### src/rtl/ulb_pkg.sv
// ulb_pkg: shared types, constants and the base64 alphabet for the line encoder
// used by the front, queue and back modules and by the top level
package ulb_pkg;

	localparam int B64_LINE_GROUPS = 19;
	localparam int UU_LINE_GROUPS  = 11;
	localparam int STORE_DEPTH     = 4 * UU_LINE_GROUPS;
	localparam int ADDR_W          = $clog2(STORE_DEPTH + 1);
	localparam int GRP_W           = 5;
	localparam int BYTES_W         = 6;
	localparam int QUEUE_DEPTH     = 4;
	localparam int QPTR_W          = $clog2(QUEUE_DEPTH);

	localparam logic [7:0] CHAR_NL  = 8'h0a;
	localparam logic [7:0] CHAR_PAD = 8'h3d;
	localparam logic [7:0] UU_BIAS  = 8'h20;

	localparam logic [1:0] CNT_FULL = 2'd3;

	// one complete or final short group, as handed from front to back
	typedef struct packed {
		logic [23:0] grp;
		logic [1:0]  cnt;
		logic        fin;
	} grp_job_t;

	function automatic logic [7:0] b64_char(input logic [5:0] v);
		logic [7:0] c;
		if (v < 6'd26) begin
			c = 8'h41 + {2'b00, v};
		end else if (v < 6'd52) begin
			c = 8'h61 + {2'b00, v} - 8'd26;
		end else if (v < 6'd62) begin
			c = 8'h30 + {2'b00, v} - 8'd52;
		end else if (v == 6'd62) begin
			c = 8'h2b;
		end else begin
			c = 8'h2f;
		end
		return c;
	endfunction

endpackage

### src/rtl/ulb_stream_if.sv
// ulb stream interfaces: byte input channel and character output channel
// valid/ready handshake, no package dependency
interface ulb_byte_if;
	logic       valid;
	logic       ready;
	logic [7:0] data_byte;
	logic       final_byte;

	modport source (output valid, output data_byte, output final_byte, input ready);
	modport sink (input valid, input data_byte, input final_byte, output ready);
endinterface

interface ulb_char_if;
	logic       valid;
	logic       ready;
	logic [7:0] out_char;
	logic       run_end;

	modport source (output valid, output out_char, output run_end, input ready);
	modport sink (input valid, input out_char, input run_end, output ready);
endinterface

### src/rtl/ulb_front.sv
// ulb_front: accepts input bytes, holds a partial group, emits group jobs
// depends on ulb_pkg and ulb_byte_if
module ulb_front
	import ulb_pkg::*;
(
	input  logic        clk,
	input  logic        arst_n,
	input  logic        cfg_we,
	ulb_byte_if.sink    byte_in,
	input  logic        q_full,
	output logic        push,
	output grp_job_t    push_job
);

	logic [7:0] held_q [2];
	logic [1:0] held_cnt_q;
	logic       accept;
	logic       forms;
	logic [7:0] g0, g1, g2;

	assign byte_in.ready = !q_full;
	assign accept = byte_in.valid && byte_in.ready;
	assign forms  = (held_cnt_q == 2'd2) || byte_in.final_byte;
	assign push   = accept && forms;

	always_comb begin
		g0 = 8'h00;
		g1 = 8'h00;
		g2 = 8'h00;
		case (held_cnt_q)
			2'd0: g0 = byte_in.data_byte;
			2'd1: begin
				g0 = held_q[0];
				g1 = byte_in.data_byte;
			end
			default: begin
				g0 = held_q[0];
				g1 = held_q[1];
				g2 = byte_in.data_byte;
			end
		endcase
		push_job.grp = {g0, g1, g2};
		push_job.cnt = held_cnt_q + 2'd1;
		push_job.fin = byte_in.final_byte;
	end

	always_ff @(posedge clk or negedge arst_n) begin
		if (!arst_n) begin
			held_cnt_q <= 2'd0;
		end else if (cfg_we) begin
			held_cnt_q <= 2'd0;
		end else if (accept) begin
			if (forms) begin
				held_cnt_q <= 2'd0;
			end else begin
				held_cnt_q <= held_cnt_q + 2'd1;
			end
		end
	end

	always_ff @(posedge clk) begin
		if (accept && !forms) begin
			held_q[held_cnt_q[0]] <= byte_in.data_byte;
		end
	end

endmodule

### src/rtl/ulb_queue.sv
// ulb_queue: short job queue between front and back
// depends on ulb_pkg
module ulb_queue
	import ulb_pkg::*;
(
	input  logic     clk,
	input  logic     arst_n,
	input  logic     push,
	input  grp_job_t push_job,
	input  logic     pop,
	output logic     q_valid,
	output logic     q_full,
	output grp_job_t q_job
);

	grp_job_t             slot_q [QUEUE_DEPTH];
	logic [QPTR_W-1:0]    wr_ptr_q;
	logic [QPTR_W-1:0]    rd_ptr_q;
	logic [QPTR_W:0]      count_q;

	assign q_valid = count_q != '0;
	assign q_full  = count_q == (QPTR_W + 1)'(QUEUE_DEPTH);
	assign q_job   = slot_q[rd_ptr_q];

	always_ff @(posedge clk or negedge arst_n) begin
		if (!arst_n) begin
			wr_ptr_q <= '0;
			rd_ptr_q <= '0;
			count_q  <= '0;
		end else begin
			if (push) begin
				wr_ptr_q <= wr_ptr_q + 1'b1;
			end
			if (pop) begin
				rd_ptr_q <= rd_ptr_q + 1'b1;
			end
			if (push && !pop) begin
				count_q <= count_q + 1'b1;
			end else if (pop && !push) begin
				count_q <= count_q - 1'b1;
			end
		end
	end

	always_ff @(posedge clk) begin
		if (push) begin
			slot_q[wr_ptr_q] <= push_job;
		end
	end

endmodule

### src/rtl/ulb_back.sv
// ulb_back: turns group jobs into characters, holds the uuencode line store
// depends on ulb_pkg and ulb_char_if
module ulb_back
	import ulb_pkg::*;
(
	input  logic       clk,
	input  logic       arst_n,
	input  logic       cfg_we,
	input  logic       mode,
	input  logic       q_valid,
	input  grp_job_t   q_job,
	output logic       pop,
	ulb_char_if.source char_out
);

	typedef enum logic [2:0] {
		S_IDLE,
		S_B64,
		S_B64_NL,
		S_UU_WR,
		S_UU_LEN,
		S_UU_LINE,
		S_UU_NL
	} state_t;

	state_t              state_q;
	grp_job_t            job_q;
	logic [1:0]          idx_q;
	logic [GRP_W-1:0]    groups_q;
	logic [BYTES_W-1:0]  bytes_q;
	logic [ADDR_W-1:0]   wr_addr_q;
	logic [ADDR_W-1:0]   rd_idx_q;
	logic                flush_q;
	logic                out_valid_q;
	logic [7:0]          out_char_q;
	logic                run_end_q;

	logic [7:0]          line_mem [STORE_DEPTH];
	logic [7:0]          rd_q;
	logic                mem_we;
	logic                mem_re;
	logic [ADDR_W-1:0]   rd_addr;

	logic                slot_free;
	logic                emit;
	logic [5:0]          sym;
	logic                pad;
	logic [1:0]          last_idx;
	logic [GRP_W-1:0]    groups_inc;
	logic                b64_nl;
	logic [BYTES_W-1:0]  bytes_next;
	logic                uu_flush;

	assign char_out.valid    = out_valid_q;
	assign char_out.out_char = out_char_q;
	assign char_out.run_end  = run_end_q;

	assign slot_free  = !out_valid_q || char_out.ready;
	assign emit       = !cfg_we && slot_free &&
	                    ((state_q == S_B64) || (state_q == S_B64_NL) ||
	                     (state_q == S_UU_LEN) || (state_q == S_UU_LINE) ||
	                     (state_q == S_UU_NL));
	assign pop        = (state_q == S_IDLE) && q_valid;
	assign last_idx   = (job_q.cnt == CNT_FULL) ? 2'd3 : job_q.cnt;
	assign groups_inc = groups_q + GRP_W'(1);
	assign b64_nl     = (groups_inc >= GRP_W'(B64_LINE_GROUPS)) || job_q.fin;
	assign bytes_next = bytes_q + BYTES_W'(q_job.cnt);
	assign uu_flush   = (groups_inc >= GRP_W'(UU_LINE_GROUPS)) || q_job.fin;
	assign pad        = ((idx_q == 2'd2) && (job_q.cnt < 2'd2)) ||
	                    ((idx_q == 2'd3) && (job_q.cnt < CNT_FULL));

	always_comb begin
		case (idx_q)
			2'd0:    sym = job_q.grp[23:18];
			2'd1:    sym = job_q.grp[17:12];
			2'd2:    sym = job_q.grp[11:6];
			default: sym = job_q.grp[5:0];
		endcase
	end

	always_comb begin
		mem_we  = (state_q == S_UU_WR);
		mem_re  = 1'b0;
		rd_addr = '0;
		if (slot_free) begin
			if (state_q == S_UU_LEN) begin
				mem_re = 1'b1;
			end else if (state_q == S_UU_LINE && (rd_idx_q + 1'b1) != wr_addr_q) begin
				mem_re  = 1'b1;
				rd_addr = rd_idx_q + 1'b1;
			end
		end
	end

	always_ff @(posedge clk) begin
		if (mem_we) begin
			line_mem[wr_addr_q] <= UU_BIAS + {2'b00, sym};
		end
		if (mem_re) begin
			rd_q <= line_mem[rd_addr];
		end
	end

	always_ff @(posedge clk or negedge arst_n) begin
		if (!arst_n) begin
			state_q     <= S_IDLE;
			idx_q       <= 2'd0;
			groups_q    <= '0;
			bytes_q     <= '0;
			wr_addr_q   <= '0;
			rd_idx_q    <= '0;
			flush_q     <= 1'b0;
			out_valid_q <= 1'b0;
			out_char_q  <= 8'h00;
			run_end_q   <= 1'b0;
			job_q       <= '0;
		end else begin
			if (emit) begin
				out_valid_q <= 1'b1;
			end else if (char_out.ready) begin
				out_valid_q <= 1'b0;
			end
			if (cfg_we) begin
				groups_q  <= '0;
				bytes_q   <= '0;
				wr_addr_q <= '0;
			end else begin
				unique case (state_q)
					S_IDLE: begin
						if (q_valid) begin
							job_q <= q_job;
							idx_q <= 2'd0;
							if (mode) begin
								state_q <= S_B64;
							end else begin
								bytes_q  <= bytes_next;
								groups_q <= groups_inc;
								flush_q  <= uu_flush;
								state_q  <= S_UU_WR;
							end
						end
					end
					S_B64: begin
						if (slot_free) begin
							out_char_q  <= pad ? CHAR_PAD : b64_char(sym);
							run_end_q   <= (idx_q == 2'd3) && !b64_nl;
							idx_q       <= idx_q + 2'd1;
							if (idx_q == 2'd3) begin
								bytes_q  <= '0;
								groups_q <= b64_nl ? '0 : groups_inc;
								state_q  <= b64_nl ? S_B64_NL : S_IDLE;
							end
						end
					end
					S_B64_NL: begin
						if (slot_free) begin
							out_char_q  <= CHAR_NL;
							run_end_q   <= 1'b1;
							state_q     <= S_IDLE;
						end
					end
					S_UU_WR: begin
						wr_addr_q <= wr_addr_q + 1'b1;
						idx_q     <= idx_q + 2'd1;
						if (idx_q == last_idx) begin
							state_q <= flush_q ? S_UU_LEN : S_IDLE;
						end
					end
					S_UU_LEN: begin
						if (slot_free) begin
							out_char_q  <= UU_BIAS + {2'b00, bytes_q};
							run_end_q   <= 1'b0;
							rd_idx_q    <= '0;
							state_q     <= S_UU_LINE;
						end
					end
					S_UU_LINE: begin
						if (slot_free) begin
							out_char_q  <= rd_q;
							run_end_q   <= 1'b0;
							rd_idx_q    <= rd_idx_q + 1'b1;
							if ((rd_idx_q + 1'b1) == wr_addr_q) begin
								state_q <= S_UU_NL;
							end
						end
					end
					S_UU_NL: begin
						if (slot_free) begin
							out_char_q  <= CHAR_NL;
							run_end_q   <= 1'b1;
							groups_q    <= '0;
							bytes_q     <= '0;
							wr_addr_q   <= '0;
							state_q     <= S_IDLE;
						end
					end
					default: state_q <= S_IDLE;
				endcase
			end
		end
	end

endmodule

### src/rtl/uuencode_base64_line_encoder_core.sv
// uuencode_base64_line_encoder_core: top level of the base64 / uuencode line encoder
// depends on ulb_pkg, ulb_stream_if, ulb_front, ulb_queue, ulb_back
//
// channel    dir  word                      handshake
// byte_in    in   data_byte, final_byte     valid / ready
// char_out   out  out_char, run_end         valid / ready
// cfg        in   cfg_wdata (encoding mode) cfg_we, no handshake
//
// front takes one byte a cycle while the 4-deep group queue has room
// base64: the back pops a group, then emits four characters, and a newline after the last group of a line
// uuencode: the back pops a group, then writes its characters, one line store write per character
// line dump: length character, N stored characters (N up to 44), newline; one line store read per character
// reset clears control state and counters; the line store is not cleared
// output register holds a stalled word; the emitting states of the back wait, popping and line store writes go on
module uuencode_base64_line_encoder_core
	import ulb_pkg::*;
(
	input  logic       clk,
	input  logic       arst_n,
	input  logic       cfg_we,
	input  logic       cfg_wdata,
	ulb_byte_if.sink   byte_in,
	ulb_char_if.source char_out
);

	logic     mode_q;
	logic     push;
	logic     pop;
	logic     q_valid;
	logic     q_full;
	grp_job_t push_job;
	grp_job_t q_job;

	always_ff @(posedge clk or negedge arst_n) begin
		if (!arst_n) begin
			mode_q <= 1'b0;
		end else if (cfg_we) begin
			mode_q <= cfg_wdata;
		end
	end

	ulb_front u_front (
		.clk      (clk),
		.arst_n   (arst_n),
		.cfg_we   (cfg_we),
		.byte_in  (byte_in),
		.q_full   (q_full),
		.push     (push),
		.push_job (push_job)
	);

	ulb_queue u_queue (
		.clk      (clk),
		.arst_n   (arst_n),
		.push     (push),
		.push_job (push_job),
		.pop      (pop),
		.q_valid  (q_valid),
		.q_full   (q_full),
		.q_job    (q_job)
	);

	ulb_back u_back (
		.clk      (clk),
		.arst_n   (arst_n),
		.cfg_we   (cfg_we),
		.mode     (mode_q),
		.q_valid  (q_valid),
		.q_job    (q_job),
		.pop      (pop),
		.char_out (char_out)
	);

	a_no_push_full: assert property (@(posedge clk) disable iff (!arst_n)
		!(push && q_full))
		else $error("group pushed into full queue");

	a_no_pop_empty: assert property (@(posedge clk) disable iff (!arst_n)
		pop |-> q_valid)
		else $error("group popped from empty queue");

	a_short_group_final: assert property (@(posedge clk) disable iff (!arst_n)
		(push && push_job.cnt != CNT_FULL) |-> push_job.fin)
		else $error("short group without end mark");

	a_full_after_push: assert property (@(posedge clk) disable iff (!arst_n)
		(q_full && !pop) |=> q_full)
		else $error("queue lost an entry without pop");

endmodule
### src/flat_wrapper.sv
// flat-port wrapper written by rule: the top's interface ports become plain ports
module uuencode_base64_line_encoder_core_flat import ulb_pkg::*;
  (clk, arst_n, cfg_we, cfg_wdata, byte_in_valid, byte_in_data_byte, byte_in_final_byte, byte_in_ready, char_out_valid, char_out_out_char, char_out_run_end, char_out_ready);
  ulb_byte_if byte_in_i ();
  ulb_char_if char_out_i ();
  input  logic clk;
  input  logic arst_n;
  input  logic cfg_we;
  input  logic cfg_wdata;
  input wire logic [$bits(byte_in_i.valid)-1:0] byte_in_valid;
  input wire logic [$bits(byte_in_i.data_byte)-1:0] byte_in_data_byte;
  input wire logic [$bits(byte_in_i.final_byte)-1:0] byte_in_final_byte;
  output wire logic [$bits(byte_in_i.ready)-1:0] byte_in_ready;
  output wire logic [$bits(char_out_i.valid)-1:0] char_out_valid;
  output wire logic [$bits(char_out_i.out_char)-1:0] char_out_out_char;
  output wire logic [$bits(char_out_i.run_end)-1:0] char_out_run_end;
  input wire logic [$bits(char_out_i.ready)-1:0] char_out_ready;
  assign byte_in_i.valid = byte_in_valid;
  assign byte_in_i.data_byte = byte_in_data_byte;
  assign byte_in_i.final_byte = byte_in_final_byte;
  assign byte_in_ready = byte_in_i.ready;
  assign char_out_valid = char_out_i.valid;
  assign char_out_out_char = char_out_i.out_char;
  assign char_out_run_end = char_out_i.run_end;
  assign char_out_i.ready = char_out_ready;
  uuencode_base64_line_encoder_core u_core (.clk(clk), .arst_n(arst_n), .cfg_we(cfg_we), .cfg_wdata(cfg_wdata), .byte_in(byte_in_i), .char_out(char_out_i));
endmodule
### config.mk
export PLATFORM = sky130hd
export DESIGN_NAME = uuencode_base64_line_encoder_core_flat
export DESIGN_NICKNAME = d
export VERILOG_FILES = /design/src/rtl/ulb_pkg.sv /design/src/rtl/ulb_stream_if.sv /design/src/rtl/ulb_front.sv /design/src/rtl/ulb_queue.sv /design/src/rtl/ulb_back.sv /design/src/rtl/uuencode_base64_line_encoder_core.sv /design/src/flat_wrapper.sv
export SDC_FILE = /design/constraint.sdc
export NUM_CORES = 1
export LEC_CHECK = 0
export ABC_AREA = 1
export ABC_CLOCK_PERIOD_IN_PS = 4400
export BUFFER_PORTS_ARGS = -buffer_cell sky130_fd_sc_hd__buf_2
export CAP_MARGIN = 20
export CORE_MARGIN = 2
export CORE_UTILIZATION = 63
export CTS_CLUSTER_DIAMETER = 60
export DETAILED_ROUTE_END_ITERATION = 7
export PLACE_DENSITY = 0.8
export RECOVER_POWER = 25
export SKIP_CTS_REPAIR_TIMING = 1
export SKIP_LAST_GASP = 1
export SLEW_MARGIN = 30
export SYNTH_ARGS = -nofsm -noshare
export SYNTH_HDL_FRONTEND = slang
export SYNTH_SLANG_ARGS = --single-unit
### constraint.sdc
create_clock -name clk -period 4.4 [get_ports clk]
set_input_delay 0.88 -clock clk [delete_from_list [all_inputs] [get_ports clk]]
set_output_delay 0.88 -clock clk [all_outputs]
set_load 0.02 [all_outputs]
======== Word-level counts from Yosys, hierarchy flattened ========
Memories as Yosys holds them, arrays and structs flattened. A register that Yosys moved wholly into a read port is not among the register bits.
Index checks and enable logic that the tools add are counted.
word-level totals
  memory bits (read-only) ................. 0
  RAM bits ................................ 432
  output and inout port bits .............. 11
  logic and storage cells ................. 204
  bits in latches ......................... 0
  memories kept ........................... 3
  flip-flop bits (word level) ............. 84
memories
  name                    depth  bits a word  read ports  clocked after memory_dff  write ports  RTL line         RTL
  u_core.u_back.line_mem  44     7            1           1                         1            ulb_back.sv:38   logic [7:0] line_mem [STORE_DEPTH];
  u_core.u_queue.slot_q   4      27           1           0                         1            ulb_queue.sv:16  grp_job_t slot_q [QUEUE_DEPTH];
  u_core.u_front.held_q   2      8            2           0                         1            ulb_front.sv:15  logic [7:0] held_q [2];
cells by class
  bitwise logic cells ..................... 2
  $lt $le $gt $ge ......................... 7
  shifts and indexed selects .............. 0
  div/mod/pow operators ................... 0
  reductions and logical operators ........ 53
  add/subtract/negate cells ............... 17
  multiply operators ...................... 0
  multiplexer cells ....................... 72
  equality and inequality tests ........... 31
operators by type and width
  kind                                                                     count
  8-bit two-way mux                                                        10
  6-bit two-way mux                                                        11
  3-bit two-way mux                                                        12
  6-bit case mux with 3 select lines                                       2
  5-bit two-way mux                                                        7
  8-bit case mux with 4 select lines                                       1
  6-bit case mux with 2 select lines                                       2
  6-bit by 6-bit adder with 7-bit output, first input constant             3
  3-bit case mux with 6 select lines                                       1
  7-bit by 6-bit adder with 8-bit output, first input constant             2
  2-bit two-way mux                                                        8
  8-bit case mux with 2 select lines                                       1
  5-bit case mux with 3 select lines                                       1
  1-bit two-way mux                                                        14
  6-bit by 1-bit adder with 6-bit output, second input constant            2
  3-bit == test, second input constant                                     4
  1-bit logical AND                                                        12
  6-bit less-than comparator, second input constant                        2
  3-bit inequality test, second input constant                             4
  4-bit AND reduction                                                      3
  6-bit AND reduction                                                      2
  3-bit nonzero test                                                       4
  2-bit by 1-bit inequality test with 1-bit output, second input constant  5
  1-bit logical OR                                                         9
  34 further kinds                                                         60

======== Longest topological paths before layout ========
  depth in word-level cells ............... 10
  gate-level depth with buffers ........... 20
  depth with buffers taken out ............ 19

======== Hierarchy ========
From an unflattened synthesis, not the netlist that was laid out.
unflattened totals
  cells, all modules ...................... 2165
  area, all modules ....................... 23411.2 µm²
modules (own cells, without submodules)
  module                             cells an instance  area an instance (µm²)  times used
  ulb_back                           1694               17620.6                 1
  ulb_queue                          363                4738.3                  1
  ulb_front                          103                1012.2                  1
  uuencode_base64_line_encoder_core  5                  40.0                    1

======== Least setup slack after synthesis ========
OpenSTA, ideal clock, no wires.
  path kind ............................... reg2reg
  start point ............................. reg u_core.u_back.idx_q[0]
  end point ............................... mem u_core.u_back.line_mem[0][6] (netlist bit), data pin
  path slack .............................. 757 ps
  library setup time ...................... 493 ps
  stages on the path, launching flop included .. 7
  path buffers ............................ 0
  data required time ...................... 3907 ps
  clock period less this slack ............ 3643 ps
  arrival ................................. 3150 ps
  path through ............................ dfrtp_1 inv_1 ha_1 inv_1 o22ai_1 o22ai_1 inv_1
on the way
  longest elaborated chain between the ends .. 3
RTL lines
  item                                         RTL line         RTL
  from (decl)                                  ulb_back.sv:28   logic [1:0] idx_q;
  from (signal assigned)                       ulb_back.sv:147  idx_q <= idx_q + 2'd1;
  from (signal assigned)                       ulb_back.sv:164  idx_q <= idx_q + 2'd1;
  2-bit == test, or another cell as far along  ulb_back.sv:73   case (idx_q)
  6-bit case mux with 3 select lines *         ulb_back.sv:73
  net u_core.u_back.sym[5]                     ulb_back.sv:46   logic [5:0] sym;
  6-bit by 6-bit adder with 7-bit output *     ulb_back.sv:97   line_mem[wr_addr_q] <= UU_BIAS + {2'b00, sym};
  to (decl)                                    ulb_back.sv:38
The timed path passes the listed nets; every way through them passes the cells marked *.

======== Worst setup path after layout ========
  start point ............................. reg u_core.u_back.state_q[0]
  end point ............................... mem u_core.u_back.line_mem[37][5] (netlist bit), enable pin
on the way
  longest elaborated chain between the ends .. 3
RTL lines
  item                                      RTL line         RTL
  from (decl)                               ulb_back.sv:26   state_t state_q;
  from (signal assigned)                    ulb_back.sv:151  state_q <= b64_nl ? S_B64_NL : S_IDLE;
  from (signal assigned)                    ulb_back.sv:166  state_q <= flush_q ? S_UU_LEN : S_IDLE;
  3-bit by 2-bit == test with 1-bit output  ulb_back.sv:82   mem_we = (state_q == S_UU_WR);
  1-bit two-way mux                         ulb_back.sv:96   if (mem_we) begin
  1-bit two-way mux (not written as such)   ulb_back.sv:97
Every way passes these cells.

==> summary.md <==
| Metric | Value |
|---|---|
| Antenna violations before repair | 1 |
| Final GP Congestion | 0.879 |
| Seq/Total Area, Yosys | 66.2% |
| Top cells by area in the synthesized netlist | edfxtp_1, dfrtp_1, nand3_1 |
| Number of diodes | 0 |
| CP Class | reg -> reg |
| Critical Path AT | 3.65 ns |
| # rows | 69 |
| 1st-pass router iterations | 6 |
| Mapped cell area | 0.0228 sq mm |
| FF/Latch Area | 0.0151 sq mm |
| Seq cells post-synth | 515 |
| Vias in the first global route | 15455 |
| Clk pin slew, worst setup/hold paths | 0.06 ns |
| Final setup fails | 0 |
| Peak VDD IR | 0.721 mV |
| Die area | 0.0377 sq mm |
| Detail Placement HPWL | 32300 um |
| Max Slew Vio Count | 50 |
| CP endpoint kind | register |
| Largest net degree at the start of global routing | 130 |
| Max cap viols | 1 |
| Number of fillers in the final layout | 2469 |
| First-pass GRT wire length | 84200 um |
| CP Launch Type | register |
| H-tree depth | 2 |
| Post-route DRC | 0 |
| DRT iter0 DRCs | 2010 |
| Core area | 0.0356 sq mm |
| Final hold vios | 0 |
| Worst skew pair latency | 0.63 ns |
| Area Overhead vs Synth | 9.71% |
| CTS tree | built |
| Unrepaired setup endpoints after global routing | false |
| Worst-path fanout max | 11 |
| Top-count cell post-synth | edfxtp_1 |
| Netlist cell types | 44 |
| Outcome | finished with violations |
| Root buf cell | clkbuf_16 |
| Clock Skews | 0.0344 ns |
| Final period utilization | 77.8% |
| WL/cell | 20.5 um |
| Post-Syn Instances | 2136 |
| Total design power | 15.7 mW |
| Hold Path Class | reg -> reg |
| Final wirelength | 54200 um |
| Synth Flop Type | edfxtp_1 |
| PortBufs | 25 |
| Worst Path Required | 4.63 ns |
| P per Cell Area | 626 mW/mm^2 |
| Synth warnings | 0 |
| Achievable Freq | 292 MHz |
| Post-synth top area share | 57.8% |
| Final #Nets | 2184 |
| Yosys top cell by area | edfxtp_1 |
| Async SR Flop Fraction | 14.8% |
| Failing checks | max-capacitance violations, max-slew violations |
| Clock tree sinks | 515 |
| Commonest cells post-synth | edfxtp_1, nand2_1, nand3_1 |
| Fraction of layout cells with a size suffix above 1 | 6.40% |
| Slew headroom | -92.1% |
| Vias per cell | 6.02 |
| Syn Area/Cell | 10.7 sq um |
| Die Y | 194 um |
| CTS Buffer Depth | 3 |
| Multi-input logic area | 0.00632 sq mm |
| Detail Route Antenna Nets | 0 |
| All-Layer GR Usage | 28.8% |
| Die width | 194 um |
| Worst Tran Pin Value | 2.88 ns |
| IO Pins | 26 |
| Net Count, Synth | 2176 |
| Setup TNS Final | 0 ns |
| Final Critical Period | 3.42 ns |
| Vias | 15936 |
| Cts bufs inserted | 51 |
| Post-synth EDFFs | 439 |
| GR Overflow Total | 0 |
| Static Leak | 9.73 nW |
| Initial Util | 64.1% |
==> worst paths after layout <==
path | cells after the start | end | start | slack, ns
setup / recovery | 6 | u_core.u_back.line_mem[37][5] | u_core.u_back.state_q[0] | 0.98
hold / removal | 2 | u_core.u_back.char_out.out_char[0] | u_core.u_back.char_out.out_char[0] | 0.48
setup reg to reg | 6 | u_core.u_back.line_mem[37][5] | u_core.u_back.state_q[0] | 0.98
hold reg to reg | 2 | u_core.u_back.char_out.out_char[0] | u_core.u_back.char_out.out_char[0] | 0.48
max in group asynchronous | 2 | u_core.u_back.bytes_q[1] | arst_n | 1.22
min in group asynchronous | 1 | u_core.u_back.job_q[24] | arst_n | 1.17
==> metal layers <==
metal	track usage [%]	vias to the layer above	wire length, um	part of all wire (%)
met3	5.04	158	4660	8.6
li1	-	7398	-	-
met1	38.1	7569	20900	38
met4	11.8	2	2030	3.7
met5	0	-	13	0.024
met2	47.6	809	26600	49
==> kinds of logic (layout without fill, tap and decap cells) <==
| family | Yosys count | count (layout) | share of synthesized area [%] |
|---|---|---|---|
| mux | 1 | 1 | 0.0494 |
| buf+inv | 347 | 397 | 6.19 |
| flops | 515 | 515 | 66.2 |
| xor+xnor | 17 | 17 | 0.653 |
| simple gates | 945 | 945 | 18.4 |
| compound gates | 286 | 286 | 7.06 |
| fa+ha+maj | 25 | 25 | 1.44 |
==> power by group <==
group / switching [mW] / internal, mW / leakage (nW) / total, mW
Combinational: 3.35 / 1.10 / 3.96 / 4.45
Clock: 1.89 / 2.57 / 0.841 / 4.46
Sequential: 0.279 / 6.48 / 4.92 / 6.76
==> cell type report <==
class	instances	area share [%]
multi-input cells	1274	25.3
repair buffers	58	1.58
inverters	244	3.66
clock inverters	24	1.18
clock buffers	71	5.68
well taps	461	2.31
flip-flops and latches	515	60.3
==> metrics by stage <==
step                utilization, %  setup slack (ns)  instance area [sq um]  hold slack (ns)  std cells
floorplan                        -             0.757                  22800            0.442       2136
detailed placement            65.6              1.06                  23300            0.464       2552
finish                        70.3             0.979                  25000            0.480       2647
CTS                           70.4              1.06                  25000            0.291       2647
global route                  70.3             0.616                  25000            0.457       2647
global placement              65.6              1.08                  23300            0.458       2552
==> layout by cell type, fill, tap and decap left out, drive strengths merged, types with 3 or more instances in the layout <==
cell,n
edfxtp,439
nand2,393
nand3,301
inv,245
nor2,192
o21ai,142
clkbuf,93
dfrtp,76
o22ai,48
a21oi,47
buf,36
o211ai,30
nand3b,30
ha,23
clkinv,17
nand4,15
a31oi,11
xor2,9
xnor2,8
nor3,6
nor4,5
bufinv,5
a221oi,3
==> flip-flops by register name, summed over array words and instances, names as in the netlist, 2 cells and up <==
| name | count |
|---|---|
| u_core.u_front.held_cnt_q | 2 |
| u_core.u_back.idx_q | 2 |
| u_core.u_back.rd_idx_q | 6 |
| u_core.u_back.bytes_q | 6 |
| u_core.u_back.groups_q | 5 |
| u_core.u_back.rd_q | 7 |
| u_core.u_back.line_mem | 308 |
| u_core.u_back.char_out.out_char | 8 |
| u_core.u_queue.slot_q | 108 |
| u_core.u_queue.rd_ptr_q | 2 |
| u_core.u_back.state_q | 3 |
| u_core.u_front.held_q | 16 |
| u_core.u_queue.wr_ptr_q | 2 |
| u_core.u_back.wr_addr_q | 6 |
| u_core.u_queue.count_q | 3 |
| u_core.u_back.job_q | 27 |
==> worst max-delay path, stage by stage (launching register included) <==
cell and delay (ns):
dfrtp_1 0.53, inv_1 0.21, nor2_1 0.29, inv_1 0.09, nor2_1 0.49, nand4_1 0.65
nor2_1 0.78
Note: power is estimated with default switching activity, not from simulation.
